===== config.mk =====
export PLATFORM = sky130hd
export DESIGN_NAME = periodic_frame_tx_scheduler
export DESIGN_NICKNAME = d
export VERILOG_FILES = /design/src/pfts_pkg.sv /design/src/pfts_mem.sv /design/src/pfts_div.sv /design/src/periodic_frame_tx_scheduler.sv
export SDC_FILE = /design/constraint.sdc
export NUM_CORES = 2
export LEC_CHECK = 0
export BUFFER_PORTS_ARGS = -buffer_cell sky130_fd_sc_hd__buf_2
export CAP_MARGIN = 0
export CELL_PAD_IN_SITES_DETAIL_PLACEMENT = 0
export CELL_PAD_IN_SITES_GLOBAL_PLACEMENT = 1
export CORE_MARGIN = 2
export CORE_UTILIZATION = 50
export DETAILED_ROUTE_END_ITERATION = 10
export GPL_TIMING_DRIVEN = 0
export PLACE_DENSITY_LB_ADDON = 0.1
export RECOVER_POWER = 50
export REMOVE_ABC_BUFFERS = 1
export SYNTH_ARGS = -nofsm -noshare
export SYNTH_HDL_FRONTEND = slang
export SYNTH_SLANG_ARGS = --single-unit
export TNS_END_PERCENT = 100

===== constraint.sdc =====
create_clock -name clk -period 12.54 [get_ports clk]
set_input_delay 0.627 -clock clk [delete_from_list [all_inputs] [get_ports clk]]
set_output_delay 0.627 -clock clk [all_outputs]
set_load 0.05 [all_outputs]

===== src/pfts_pkg.sv =====
// Shared types and constants for the periodic frame transmit scheduler.
`timescale 1ns / 1ps
`default_nettype none
package pfts_pkg;
  localparam int JOB_SLOTS = 16;
  localparam int WAIT_CAP  = 50;
  localparam int MAX_OUT   = 16;
  localparam int MAX_DLC   = 8;
  localparam int SLOT_W    = (JOB_SLOTS > 1) ? $clog2(JOB_SLOTS) : 1;
  localparam int CNT_W     = $clog2(JOB_SLOTS + 1);
  localparam int NOUT_W    = $clog2(MAX_OUT + 1);
  localparam int TIME_W    = 48;
  localparam int DUE_W     = 49;
  localparam int PER_W     = 32;
  localparam int WAIT_W    = 6;

  localparam logic [1:0] REQ_REGISTER = 2'd0;
  localparam logic [1:0] REQ_CANCEL   = 2'd1;
  localparam logic [1:0] REQ_TICK     = 2'd2;

  localparam logic [1:0] KIND_REG_ACK  = 2'd0;
  localparam logic [1:0] KIND_CAN_ACK  = 2'd1;
  localparam logic [1:0] KIND_FRAME    = 2'd2;
  localparam logic [1:0] KIND_IDLE     = 2'd3;

  typedef struct packed {
    logic [1:0]        req_type;
    logic [TIME_W-1:0] now_time;
    logic [PER_W-1:0]  job_period;
    logic [15:0]       cancel_id;
    logic [28:0]       frame_ident;
    logic              frame_extended;
    logic              frame_remote;
    logic [3:0]        frame_length;
    logic [63:0]       frame_payload;
  } in_req_t;

  typedef struct packed {
    logic [1:0]        result_kind;
    logic              status;
    logic [15:0]       job_number;
    logic [28:0]       out_ident;
    logic              out_extended;
    logic              out_remote;
    logic [3:0]        out_length;
    logic [63:0]       out_payload;
    logic [WAIT_W-1:0] next_wait;
    logic              last_result;
  } out_res_t;

  typedef struct packed {
    logic [15:0]       id;
    logic [PER_W-1:0]  period;
    logic [DUE_W-1:0]  due;
    logic [28:0]       ident;
    logic              ext;
    logic              rem;
    logic [3:0]        len;
    logic [63:0]       data;
  } entry_t;
endpackage
`default_nettype wire


===== src/pfts_mem.sv =====
// Job table memory: one write port, one registered read port.
`timescale 1ns / 1ps
`default_nettype none
module pfts_mem (
  input  wire logic                  clk,
  input  wire logic                  we,
  input  wire logic [pfts_pkg::SLOT_W-1:0] waddr,
  input  wire pfts_pkg::entry_t      wdata,
  input  wire logic [pfts_pkg::SLOT_W-1:0] raddr,
  output pfts_pkg::entry_t           rdata
);
  import pfts_pkg::*;

  entry_t mem [JOB_SLOTS];
  entry_t rdata_r;

  always_ff @(posedge clk) begin
    if (we) begin
      mem[waddr] <= wdata;
    end
    rdata_r <= mem[raddr];
  end

  assign rdata = rdata_r;
endmodule
`default_nettype wire


===== src/pfts_div.sv =====
// Bit-serial remainder unit: dividend modulo divisor, one bit per cycle.
`timescale 1ns / 1ps
`default_nettype none
module pfts_div (
  input  wire logic                       clk,
  input  wire logic                       rst_n,
  input  wire logic                       start,
  input  wire logic [pfts_pkg::DUE_W-1:0] dividend,
  input  wire logic [pfts_pkg::PER_W-1:0] divisor,
  output logic                            done,
  output logic [pfts_pkg::PER_W-1:0]      remainder
);
  import pfts_pkg::*;

  localparam int STEP_W = $clog2(DUE_W + 1);

  logic [DUE_W-1:0]  dvd_r;
  logic [PER_W-1:0]  dsr_r;
  logic [PER_W-1:0]  rem_r;
  logic [STEP_W-1:0] step_r;
  logic              busy_r;
  logic              done_r;
  logic [PER_W:0]    trial;
  logic [PER_W:0]    diff;

  always_comb begin
    trial = {rem_r, dvd_r[DUE_W-1]};
    diff  = trial - {1'b0, dsr_r};
  end

  always_ff @(posedge clk) begin
    if (!rst_n) begin
      busy_r <= 1'b0;
      done_r <= 1'b0;
      step_r <= '0;
    end else begin
      done_r <= !start && busy_r && (step_r == STEP_W'(DUE_W - 1));
      if (start) begin
        busy_r <= 1'b1;
        step_r <= '0;
        dvd_r  <= dividend;
        dsr_r  <= divisor;
        rem_r  <= '0;
      end else if (busy_r) begin
        dvd_r <= {dvd_r[DUE_W-2:0], 1'b0};
        if (trial >= {1'b0, dsr_r}) begin
          rem_r <= diff[PER_W-1:0];
        end else begin
          rem_r <= trial[PER_W-1:0];
        end
        if (step_r == STEP_W'(DUE_W - 1)) begin
          busy_r <= 1'b0;
        end
        step_r <= step_r + 1'b1;
      end
    end
  end

  assign done      = done_r;
  assign remainder = rem_r;
endmodule
`default_nettype wire


===== src/periodic_frame_tx_scheduler.sv =====
// Top level: periodic CAN transmit job table with tick-driven scheduling.
// Register: ack waits in S_FIN before output. Cancel walks slots via CSEL, CWAIT, CCHK.
// Tick: each valid job goes TSEL, TWAIT, TRD, TUPD; a due job also TDIV in the serial
// remainder unit and TEMIT; then FIN finishes; one request in flight at a time.
// Synchronous active-low reset clears job valid/armed bits, count and id
// counter; table memory contents are left as they are.
`timescale 1ns / 1ps
`default_nettype none
module periodic_frame_tx_scheduler (
  input  wire logic               clk,
  input  wire logic               rst_n,
  input  wire logic               in_valid,
  output logic                    in_stall,
  input  wire pfts_pkg::in_req_t  in_data,
  output logic                    out_valid,
  input  wire logic               out_stall,
  output pfts_pkg::out_res_t      out_data
);
  import pfts_pkg::*;

  typedef enum logic [3:0] {
    S_IDLE, S_CSEL, S_CWAIT, S_CCHK, S_TSEL, S_TWAIT, S_TRD,
    S_TDIV, S_TEMIT, S_TUPD, S_FIN
  } state_t;

  state_t              state_r;
  logic [JOB_SLOTS-1:0] valid_r;
  logic [JOB_SLOTS-1:0] armed_r;
  logic [SLOT_W-1:0]   age_r [JOB_SLOTS];
  logic [CNT_W-1:0]    cnt_r;
  logic [15:0]         idc_r;
  in_req_t             req_r;
  logic [CNT_W-1:0]    idx_r;
  logic [SLOT_W-1:0]   slot_r;
  logic [DUE_W-1:0]    due_r;
  logic [WAIT_W-1:0]   wait_r;
  logic [NOUT_W-1:0]   nout_r;
  out_res_t            pend_r;
  logic                pend_v_r;
  logic                out_valid_r;
  out_res_t            out_r;

  entry_t              rdata;
  logic                mem_we;
  logic [SLOT_W-1:0]   mem_waddr;
  entry_t              mem_wdata;
  logic                div_start;
  logic                div_done;
  logic [PER_W-1:0]    div_rem;

  logic                accept;
  logic                out_free;
  logic                out_load;
  logic [SLOT_W-1:0]   free_slot;
  logic [SLOT_W-1:0]   rank_slot;
  logic                reg_ok;
  logic [DUE_W-1:0]    now_ext;
  logic [DUE_W-1:0]    due0;
  logic [DUE_W-1:0]    remain;
  logic [63:0]         pay_mask;
  logic [3:0]          len_c;
  out_res_t            frame_res;
  out_res_t            ack_res;
  out_res_t            fin_res;

  assign accept   = in_valid && !in_stall;
  assign in_stall = (state_r != S_IDLE);
  assign out_free = !out_valid_r || !out_stall;
  assign out_load = out_free && ((state_r == S_FIN) || ((state_r == S_TEMIT) && pend_v_r));
  assign now_ext  = {1'b0, req_r.now_time};

  always_comb begin
    free_slot = '0;
    for (int i = JOB_SLOTS - 1; i >= 0; i--) begin
      if (!valid_r[i]) free_slot = SLOT_W'(i);
    end
    rank_slot = '0;
    for (int i = JOB_SLOTS - 1; i >= 0; i--) begin
      if (valid_r[i] && ({1'b0, age_r[i]} == (SLOT_W+1)'(idx_r))) rank_slot = SLOT_W'(i);
    end
  end

  assign reg_ok = (in_data.job_period != '0) && (cnt_r != CNT_W'(JOB_SLOTS))
                  && (idc_r != 16'hFFFF);

  assign due0 = armed_r[slot_r] ? rdata.due
                                : (now_ext + {{(DUE_W-PER_W){1'b0}}, rdata.period});
  assign remain = (due_r > now_ext) ? (due_r - now_ext) : '0;

  always_comb begin
    len_c = (rdata.len > 4'(MAX_DLC)) ? 4'(MAX_DLC) : rdata.len;
    for (int j = 0; j < 8; j++) begin
      pay_mask[j*8 +: 8] = (4'(j) < len_c) ? 8'hFF : 8'h00;
    end
    frame_res              = '0;
    frame_res.result_kind  = KIND_FRAME;
    frame_res.job_number   = rdata.id;
    frame_res.out_ident    = rdata.ext ? rdata.ident : {18'd0, rdata.ident[10:0]};
    frame_res.out_extended = rdata.ext;
    frame_res.out_remote   = rdata.rem;
    frame_res.out_length   = len_c;
    frame_res.out_payload  = rdata.rem ? 64'd0 : (rdata.data & pay_mask);
  end

  always_comb begin
    ack_res = '0;
    case (in_data.req_type)
      REQ_REGISTER: begin
        ack_res.result_kind = KIND_REG_ACK;
        if (reg_ok) begin
          ack_res.job_number = idc_r + 16'd1;
        end else begin
          ack_res.status = 1'b1;
        end
      end
      REQ_CANCEL: begin
        ack_res.result_kind = KIND_CAN_ACK;
        ack_res.job_number  = in_data.cancel_id;
        ack_res.status      = (in_data.cancel_id == 16'd0);
      end
      default: ack_res = '0;
    endcase
  end

  always_comb begin
    fin_res = pend_r;
    fin_res.last_result = 1'b1;
    if (req_r.req_type == REQ_TICK) begin
      fin_res.next_wait = wait_r;
      if (!pend_v_r) fin_res.result_kind = KIND_IDLE;
    end
  end

  always_comb begin
    mem_we    = 1'b0;
    mem_waddr = slot_r;
    mem_wdata = rdata;
    mem_wdata.due = due_r;
    if (state_r == S_IDLE) begin
      mem_we    = accept && (in_data.req_type == REQ_REGISTER) && reg_ok;
      mem_waddr = free_slot;
      mem_wdata.id     = idc_r + 16'd1;
      mem_wdata.period = in_data.job_period;
      mem_wdata.due    = '0;
      mem_wdata.ident  = in_data.frame_ident;
      mem_wdata.ext    = in_data.frame_extended;
      mem_wdata.rem    = in_data.frame_remote;
      mem_wdata.len    = in_data.frame_length;
      mem_wdata.data   = in_data.frame_payload;
    end else if (state_r == S_TUPD) begin
      mem_we = 1'b1;
    end
  end

  assign div_start = (state_r == S_TRD) && (now_ext >= due0)
                     && (nout_r != NOUT_W'(MAX_OUT));

  pfts_mem u_mem (
    .clk   (clk),
    .we    (mem_we),
    .waddr (mem_waddr),
    .wdata (mem_wdata),
    .raddr (slot_r),
    .rdata (rdata)
  );

  pfts_div u_div (
    .clk       (clk),
    .rst_n     (rst_n),
    .start     (div_start),
    .dividend  (now_ext - due0),
    .divisor   (rdata.period),
    .done      (div_done),
    .remainder (div_rem)
  );

  always_ff @(posedge clk) begin
    if (!rst_n) begin
      state_r     <= S_IDLE;
      valid_r     <= '0;
      armed_r     <= '0;
      cnt_r       <= '0;
      idc_r       <= '0;
      nout_r      <= '0;
      pend_v_r    <= 1'b0;
      out_valid_r <= 1'b0;
    end else begin
      if (out_load) begin
        out_valid_r <= 1'b1;
      end else if (!out_stall) begin
        out_valid_r <= 1'b0;
      end
      case (state_r)
        S_IDLE: begin
          if (accept) begin
            req_r  <= in_data;
            pend_r <= ack_res;
            idx_r  <= '0;
            nout_r <= '0;
            wait_r <= WAIT_W'(WAIT_CAP);
            case (in_data.req_type)
              REQ_REGISTER: begin
                pend_v_r <= 1'b1;
                state_r  <= S_FIN;
                if (reg_ok) begin
                  for (int i = 0; i < JOB_SLOTS; i++) begin
                    if (valid_r[i]) age_r[i] <= age_r[i] + 1'b1;
                  end
                  age_r[free_slot]   <= '0;
                  valid_r[free_slot] <= 1'b1;
                  armed_r[free_slot] <= 1'b0;
                  cnt_r <= cnt_r + 1'b1;
                  idc_r <= idc_r + 16'd1;
                end
              end
              REQ_CANCEL: begin
                if (in_data.cancel_id == 16'd0) begin
                  pend_v_r <= 1'b1;
                  state_r  <= S_FIN;
                end else begin
                  state_r <= S_CSEL;
                end
              end
              REQ_TICK: state_r <= S_TSEL;
              default: state_r <= S_IDLE;
            endcase
          end
        end
        S_CSEL: begin
          if (idx_r == CNT_W'(JOB_SLOTS)) begin
            pend_r.status <= 1'b1;
            pend_v_r <= 1'b1;
            state_r  <= S_FIN;
          end else begin
            slot_r  <= idx_r[SLOT_W-1:0];
            state_r <= S_CWAIT;
          end
        end
        S_CWAIT: state_r <= S_CCHK;
        S_CCHK: begin
          if (valid_r[slot_r] && (rdata.id == req_r.cancel_id)) begin
            valid_r[slot_r] <= 1'b0;
            armed_r[slot_r] <= 1'b0;
            for (int i = 0; i < JOB_SLOTS; i++) begin
              if (valid_r[i] && (age_r[i] > age_r[slot_r])) age_r[i] <= age_r[i] - 1'b1;
            end
            cnt_r    <= cnt_r - 1'b1;
            pend_v_r <= 1'b1;
            state_r  <= S_FIN;
          end else begin
            idx_r   <= idx_r + 1'b1;
            state_r <= S_CSEL;
          end
        end
        S_TSEL: begin
          if (idx_r == cnt_r) begin
            state_r <= S_FIN;
          end else begin
            slot_r  <= rank_slot;
            state_r <= S_TWAIT;
          end
        end
        S_TWAIT: state_r <= S_TRD;
        S_TRD: begin
          armed_r[slot_r] <= 1'b1;
          due_r <= due0;
          state_r <= div_start ? S_TDIV : S_TUPD;
        end
        S_TDIV: begin
          if (div_done) begin
            due_r <= now_ext - {{(DUE_W-PER_W){1'b0}}, div_rem}
                     + {{(DUE_W-PER_W){1'b0}}, rdata.period};
            state_r <= S_TEMIT;
          end
        end
        S_TEMIT: begin
          if (!pend_v_r || out_free) begin
            if (pend_v_r) begin
              out_r <= pend_r;
            end
            pend_r   <= frame_res;
            pend_v_r <= 1'b1;
            nout_r   <= nout_r + 1'b1;
            state_r  <= S_TUPD;
          end
        end
        S_TUPD: begin
          if (remain < DUE_W'(wait_r)) wait_r <= remain[WAIT_W-1:0];
          idx_r   <= idx_r + 1'b1;
          state_r <= S_TSEL;
        end
        S_FIN: begin
          if (out_free) begin
            out_r    <= fin_res;
            pend_v_r <= 1'b0;
            state_r  <= S_IDLE;
          end
        end
        default: state_r <= S_IDLE;
      endcase
    end
  end

  assign out_valid = out_valid_r;
  assign out_data  = out_r;

  a_cnt_bound: assert property (@(posedge clk) disable iff (!rst_n)
    cnt_r <= CNT_W'(JOB_SLOTS)) else $error("job count overflow");
  a_nout_bound: assert property (@(posedge clk) disable iff (!rst_n)
    nout_r <= NOUT_W'(MAX_OUT)) else $error("too many frames per tick");
  a_pend_idle: assert property (@(posedge clk) disable iff (!rst_n)
    (state_r == S_IDLE) |-> !pend_v_r) else $error("pending result left behind");
  a_fin_out: assert property (@(posedge clk) disable iff (!rst_n)
    (state_r == S_FIN && out_free) |=> (out_valid && out_data.last_result))
    else $error("final result not issued");
endmodule
`default_nettype wire

-- After elaboration in Yosys (flattened, before gate mapping)
Memories as Yosys holds them, arrays and structs flattened. A register that Yosys moved wholly into a read port is not among the register bits.
Index checks and enable logic that the tools add are counted.
- RAM bits: 3200
- flip-flop bits (word level): 565
- bits of input ports: 201
- memories: 2
- equality and inequality tests: 52
- bitwise operators: 25
- add/sub/neg operators: 44
- multiplexer cells: 345
- reduce and logical (&&, ||, !) cells: 87
- order comparisons: 33
- memory list (memory ; depth ; width ; read ports ; clocked after memory_dff ; write ports ; line ; text):
    u_mem.mem ; 16 ; 196 ; 1 ; 1 ; 1 ; pfts_mem.sv:14 ; entry_t mem [JOB_SLOTS];
    age_r ; 16 ; 4 ; 17 ; 1 ; 17 ; periodic_frame_tx_scheduler.sv:29 ; logic [SLOT_W-1:0] age_r [JOB_SLOTS];
- operators with widths (operator ; count):
    125-bit two-way mux ; 5
    125-bit case mux with 2 select lines ; 1
    4-bit two-way mux ; 62
    49-bit two-way mux ; 5
    122-bit case mux with 2 select lines ; 1
    1-bit two-way mux ; 218
    196-bit two-way mux ; 1
    16-bit two-way mux ; 9
    49-bit case mux with 2 select lines ; 1
    4-bit by 5-bit equality test with 1-bit output ; 16
    4-bit by 1-bit adder with 4-bit output, second input constant ; 16
    64-bit AND ; 1
    4-bit > comparator ; 16
    32-bit two-way mux ; 2
    64-bit two-way mux ; 1
    8-bit two-way mux ; 8
    4-bit by 1-bit subtractor with 4-bit output, second input constant ; 16
    48-bit by 32-bit adder with 49-bit output ; 1
    49-bit by 32-bit adder with 49-bit output ; 1
    48-bit by 49-bit greater-or-equal comparator with 1-bit output ; 1
    49-bit by 48-bit > comparator with 1-bit output ; 1
    49-bit by 6-bit < comparator with 1-bit output ; 1
    48-bit by 32-bit subtractor with 49-bit output ; 1
    48-bit by 49-bit subtractor with 49-bit output ; 1
    70 further kinds ; 200

-- Depth between registers and ports, before layout
- depth in word-level cells: 26
- gate-level depth with buffers: 27
- depth with buffers taken out: 24

-- Modules after synthesis
Synthesis repeated with hierarchy kept, for this count alone.
- cell total of the unflattened synthesis: 10001
- area total of the unflattened synthesis: 166661.1 um2
- modules (own cells, without submodules) (module ; cells an instance ; instances ; seq. area each (um2) ; area an instance (um2)):
    pfts_mem ; 5116 ; 1 ; 98094.1 ; 121604.1
    periodic_frame_tx_scheduler ; 4329 ; 1 ; 13843.3 ; 38349.3
    pfts_div ; 556 ; 1 ; 3553.4 ; 6707.7

-- Worst setup path before layout
OpenSTA, ideal clock, no wires.
- path type: flip-flop to flip-flop
- start: reg state_r[2]
- end: mem u_mem.mem[2][0] in the netlist's numbering, enable pin
- setup slack: 1.337 ns
- library setup time: 0.755 ns
- period minus slack after synthesis: 11.203 ns
- path buffers: 3
- stages on the path, launching flop included: 11
- arrival time: 10.447 ns
- path through: dfxtp_1 -> clkbuf_1 -> or2_2 -> nor3_2 -> nand2_1 -> or3_1 -> clkbuf_1 -> clkbuf_1 -> a21boi_0 -> nand2_1 -> nor2_1
- cells in the longest elaborated chain, start to end: 8
- elaborated cells between the ends (all ways): 12
- classes of those cells: eq/ne (1); mux (5); reduce/logical (6)
- RTL lines (what ; line ; text):
    start, declared ; periodic_frame_tx_scheduler.sv:26 ; state_t state_r;
    start signal, assigned ; periodic_frame_tx_scheduler.sv:267 ; state_r <= div_start ? S_TDIV : S_TUPD;
    4-bit nonzero test ; periodic_frame_tx_scheduler.sv:67 ; assign in_stall = (state_r != S_IDLE);
    1-bit logical NOT ; periodic_frame_tx_scheduler.sv:66 ; assign accept = in_valid && !in_stall;
    1-bit logical AND ; periodic_frame_tx_scheduler.sv:66 ;
    1-bit logical AND (2 in series) ; periodic_frame_tx_scheduler.sv:140 ; mem_we = accept && (in_data.req_type == REQ_REGISTER) && reg_ok;
    1-bit two-way mux ; periodic_frame_tx_scheduler.sv:139 ; if (state_r == S_IDLE) begin
    1-bit two-way mux ; pfts_mem.sv:18 ; if (we) begin
    1-bit two-way mux (implied by the code) ; pfts_mem.sv:19 ; mem[waddr] <= wdata;
    end, declared ; pfts_mem.sv:14 ;
Several ways; a longest one is shown, not always the timed one.

-- Final worst setup path
- start: reg slot_r[0]
- end: reg u_div.dvd_r[40], enable pin
- cells in the longest elaborated chain, start to end: 8
- RTL lines (what ; line ; text):
    start, declared ; periodic_frame_tx_scheduler.sv:34 ; logic [SLOT_W-1:0] slot_r;
    start signal, assigned ; periodic_frame_tx_scheduler.sv:235 ; slot_r <= idx_r[SLOT_W-1:0];
    start signal, assigned ; periodic_frame_tx_scheduler.sv:259 ; slot_r <= rank_slot;
    1-bit binary-select mux with 4-bit select ; periodic_frame_tx_scheduler.sv:86 ; assign due0 = armed_r[slot_r] ? rdata.due
    1-bit two-way mux (implied by the code) ; periodic_frame_tx_scheduler.sv:86 ;
    49-bit two-way mux ; periodic_frame_tx_scheduler.sv:86 ;
    48-bit by 49-bit greater-or-equal comparator with 1-bit output ; periodic_frame_tx_scheduler.sv:155 ; assign div_start = (state_r == S_TRD) && (now_ext >= due0)
    1-bit logical AND ; periodic_frame_tx_scheduler.sv:155 ;
    1-bit logical AND ; periodic_frame_tx_scheduler.sv:156 ; && (nout_r != NOUT_W'(MAX_OUT));
    2-bit nonzero test (no source line) ; - ;
    2-bit AND reduction (no source line) ; - ;
    end signal, assigned ; pfts_div.sv:41 ; dvd_r <= dividend;
    end signal, assigned ; pfts_div.sv:45 ; dvd_r <= {dvd_r[DUE_W-2:0], 1'b0};
    end, declared ; pfts_div.sv:17 ; logic [DUE_W-1:0] dvd_r;
Every way passes these cells. The select of a mux whose other input is x is not followed.
A chain may end at the register's enable or synchronous reset.

==> results.toml <==
[power]
cellInternalPower_mw = 28.8
switching_share_pct = 30.5
total_leakage_power_nw = 66.2
power.combinational.fraction_pct = 26.2
vdd_drop_max_mv = 0.195
p_per_area_mw_per_mm2 = 213
clock_power_share_pct = 29.8
netSwitchingPower_mw = 12.7
seq_power_share_pct = 44.0

[critical_path]
cp-start-kind = "flip-flop"
r2r_end = "u_div.dvd_r[40]"
worst-path-max-fanout = 72
r2r_setup_slack_ns = 2.49
worst_r2r_path_depth = 21
timing.setup.critical_path_class = "reg -> reg"
critical_path_required_ns = 13.13
cp-startpoint = "slot_r[0]"
cp_data_arrival_time_ns = 10.64
worstSetupEndpointType = "flip-flop"
timing.rr.start = "slot_r[0]"
crit_end = "u_div.dvd_r[40]"

[global_route]
grt_start_max_net_pins = 73
first_pass_grt_wire_length_um = 648000
antenna_found_initial = 23
grt_pass1_vias = 93500
globalRoute.totalOverflow = 0
grt_use_total_pct = 26.2

[synth]
yosys_register_bits = 3958
synthCells = 9535
synth-edff-count = 3622
post_synth_num_cell_types = 92
netlist_area_mm2 = 0.166
ys_warn_count = 0
syn-mean-instance-area_um2 = 17.4
share_of_synthesized_area_occupied_by_flip_flops_and_latches_pct = 69.5
synthArstFlopShare_pct = 0
synth_top_flop_cell = "sky130_fd_sc_hd__edfxtp_1"

[clock_tree]
cts.htree.levels = 5
cts_made_buffers = 410
total_number_of_clock_tree_sinks = 3958
clk_pin_slew_worst_paths_ns = 0.06
cts-hold-fix-buffers = 65
cts_setup_buffers = 0
cts_tree = "done"
clock_tree.root_cell = "sky130_fd_sc_hd__clkbuf_16"
buffer_depth_of_the_longest_clock_path = 4
postCtsResizedCells = 0
insertion_delay_ns = 0.98

[floorplan]
io_pins = 328
dieHeight_um = 581
core_area_mm2 = 0.331
floorplan.rows = 211
floorplan.die_area_mm2 = 0.337
horizontal_die_dimension_um = 581
floorplan.initialDensity_pct = 50.3

[cells_and_area]
area_delta_synth_final_pct = 17.0
finalNonFillerCells = 15100
share_of_layout_cells_above_drive_strength_1_pct = 21.1
nets = 11000
fillerInstances = 24500

[detailed_routing]
detailedRoute.firstPassIterationCount = 7
route.vias.total = 92800
drt_drc_violations_left = 0
detail_route.vias_per_cell = 6.14
route.detailed.wl_per_inst_um = 29.5
detailedRoute.firstIterationViolations = 9435
finalWirelength_um = 445000
drt.antenna.violating_nets = 0

[sta]
period_minus_slack_ns = 10.05
fin_setup_tns_ns = 0
timing.final.setup_violations = 0
final-max-slew-violation-count = 476
timing.final.hold_violations = 0
rsz0062_at_grt = "false"
worst_case_clock_skew_ns = 0.0836
min_period_over_period_pct = 80.1
worst_slew_margin_rel_pct = -66.1
fmax_mhz = 99.5
worst_slew_pin_slew_ns = 2.48

[hold_path]
holdPathStages = 3
worst_hold_path_type = "in -> reg"

[status]
violations = "max-capacitance violations, max-slew violations"
status = "finished, violations left"

[job]
max_cap_violations = 29

[placed_design]
gp_routability_congestion = 0.877
portBuffers = 327
dpl.cell_count = 14300
dpl.hpwl_um = 299000
## cell usage in the layout, fill, tap and decap left out, drive strengths merged, types with 53 or more instances in the layout
cell         synthesis  final
clkinv               5    142
nor2               425    425
and2               152    152
inv                321    344
o21ai              347    347
a21oi              381    381
mux2i               62     62
xnor2              193    193
dfxtp              336    336
mux4              1009   1009
xor2               116    116
buf                121    507
nand2b              54     54
and3                57     57
nor3                61     61
nand4               58     58
dlygate4sd3          0     65
ha                 334    334
a21o               124    124
clkbuf             292    806
edfxtp            3622   3622
fa                  53     53
nand2              658    658
nand3               83     83
## worst max-delay path: stages, from the launching register on
cell                       delay, ns
sky130_fd_sc_hd__edfxtp_1       0.44
sky130_fd_sc_hd__clkbuf_1       0.64
sky130_fd_sc_hd__clkbuf_1       0.92
sky130_fd_sc_hd__mux4_2         0.62
sky130_fd_sc_hd__a22o_1         0.27
sky130_fd_sc_hd__a221o_1        0.71
sky130_fd_sc_hd__a211oi_1       0.36
sky130_fd_sc_hd__a21oi_1        0.12
sky130_fd_sc_hd__ha_1           0.45
sky130_fd_sc_hd__a21o_1         0.20
sky130_fd_sc_hd__nor4b_1        0.07
sky130_fd_sc_hd__a21oi_1        0.24
sky130_fd_sc_hd__nand2_1        0.14
sky130_fd_sc_hd__o31ai_1        0.92
sky130_fd_sc_hd__a21oi_1        0.38
sky130_fd_sc_hd__o31ai_1        0.67
sky130_fd_sc_hd__a41oi_2        0.44
sky130_fd_sc_hd__o21a_4         0.45
sky130_fd_sc_hd__buf_16         0.23
sky130_fd_sc_hd__a21oi_4        0.68
sky130_fd_sc_hd__buf_12         0.28
sky130_fd_sc_hd__buf_12         0.23
## how the worst min path moves through the flow
stage | end | start | slack (ns)
finish | state_r[3] | out_stall | 0.21
global route | state_r[3] | out_stall | 0.20
detailed placement | out_data[117] | fin_res[117] | 0.40
CTS | state_r[3] | out_stall | 0.13
global placement | out_data[55] | fin_res[55] | 0.40
floorplan | out_data[100] | fin_res[100] | 0.40
## synthesized netlist by cell type, types with 109 or more instances
| library cell | instances | area share [%] |
|---|---|---|
| sky130_fd_sc_hd__xor2_1 | 116 | 0.61 |
| sky130_fd_sc_hd__ha_1 | 334 | 2.5 |
| sky130_fd_sc_hd__buf_1 | 109 | 0.25 |
| sky130_fd_sc_hd__inv_1 | 321 | 0.72 |
| sky130_fd_sc_hd__and2_1 | 151 | 0.57 |
| sky130_fd_sc_hd__a21o_1 | 124 | 0.56 |
| sky130_fd_sc_hd__clkbuf_1 | 292 | 0.66 |
| sky130_fd_sc_hd__nor2_1 | 425 | 0.96 |
| sky130_fd_sc_hd__dfxtp_1 | 336 | 4.0 |
| sky130_fd_sc_hd__nand2_1 | 658 | 1.5 |
| sky130_fd_sc_hd__o21ai_0 | 329 | 0.99 |
| sky130_fd_sc_hd__xnor2_1 | 193 | 1.0 |
| sky130_fd_sc_hd__a21oi_1 | 380 | 1.1 |
| sky130_fd_sc_hd__mux4_2 | 1009 | 14 |
| sky130_fd_sc_hd__edfxtp_1 | 3622 | 65 |
## routing by layer
layer | vias to the layer above | track usage (%) | wire (µm)
met3 | 648 | 3.57 | 29400
met1 | 49100 | 38.1 | 192000
met4 | 20 | 7.56 | 12400
li1 | 39600 | - | -
met2 | 3449 | 41.6 | 212000
met5 | - | 0 | 125
## logic make-up (layout without fill, tap and decap cells)
| kind of cell | after synthesis | count (layout) | synth area share [%] |
|---|---|---|---|
| flops | 3958 | 3958 | 69.5 |
| simple gates | 1748 | 1748 | 4.93 |
| compound gates | 1301 | 1301 | 4.94 |
| mux | 1093 | 1093 | 14.2 |
| buf+inv | 739 | 1927 | 1.69 |
| fa+ha+maj | 387 | 387 | 3.15 |
| xor+xnor | 309 | 309 | 1.63 |
| other cells | 0 | 20 | 0 |
## through the flow
step / worst slack (ns) / cell area [µm²] / hold WS (ns) / utilization, % / total power [mW]
floorplan: -30.98 / 165000 / 0.400 / - / 27.9
global placement: -57.12 / 172000 / 0.404 / 52.0 / 28.6
detailed placement: 3.90 / 182000 / 0.405 / 55.1 / 29.7
CTS: 3.83 / 196000 / 0.126 / 59.4 / 42.1
global route: 1.79 / 194000 / 0.204 / 58.8 / 43.3
finish: 2.49 / 194000 / 0.209 / 58.8 / 41.5
## power by group through the flow
stage	sequential, mW	combinational [mW]	clock (mW)
global route	18.3	11.9	13.1
CTS	18.2	11.3	12.6
floorplan	18.8	9.12	0
global placement	18.4	10.2	0
detailed placement	18.5	11.2	0
finish	18.2	10.9	12.4
## area by class of cell
class	count	area, µm²	share of cell area (%)
Antenna cell	20	50.0	0.0257
Clock buffer	544	11400	5.84
Clock inverter	223	2370	1.22
Inverter	326	1230	0.631
Multi-Input combinational cell	4838	48200	24.8
Sequential cell	3958	115000	59.4
Tap cell	4366	5460	2.81
Timing Repair Buffer	834	10300	5.30
## flip-flops by register name, indices dropped and copies added, names as in the netlist, 18 cells and up, named ones only
register / count
fin_res: 116
u_div.remainder: 32
u_mem.mem: 3136
out_data: 125
u_mem.rdata: 196
due_r: 49
u_div.dvd_r: 49
age_r: 64
req_r: 18
now_ext: 48
u_div.dsr_r: 32
Note: power is estimated with default switching activity, not from simulation.
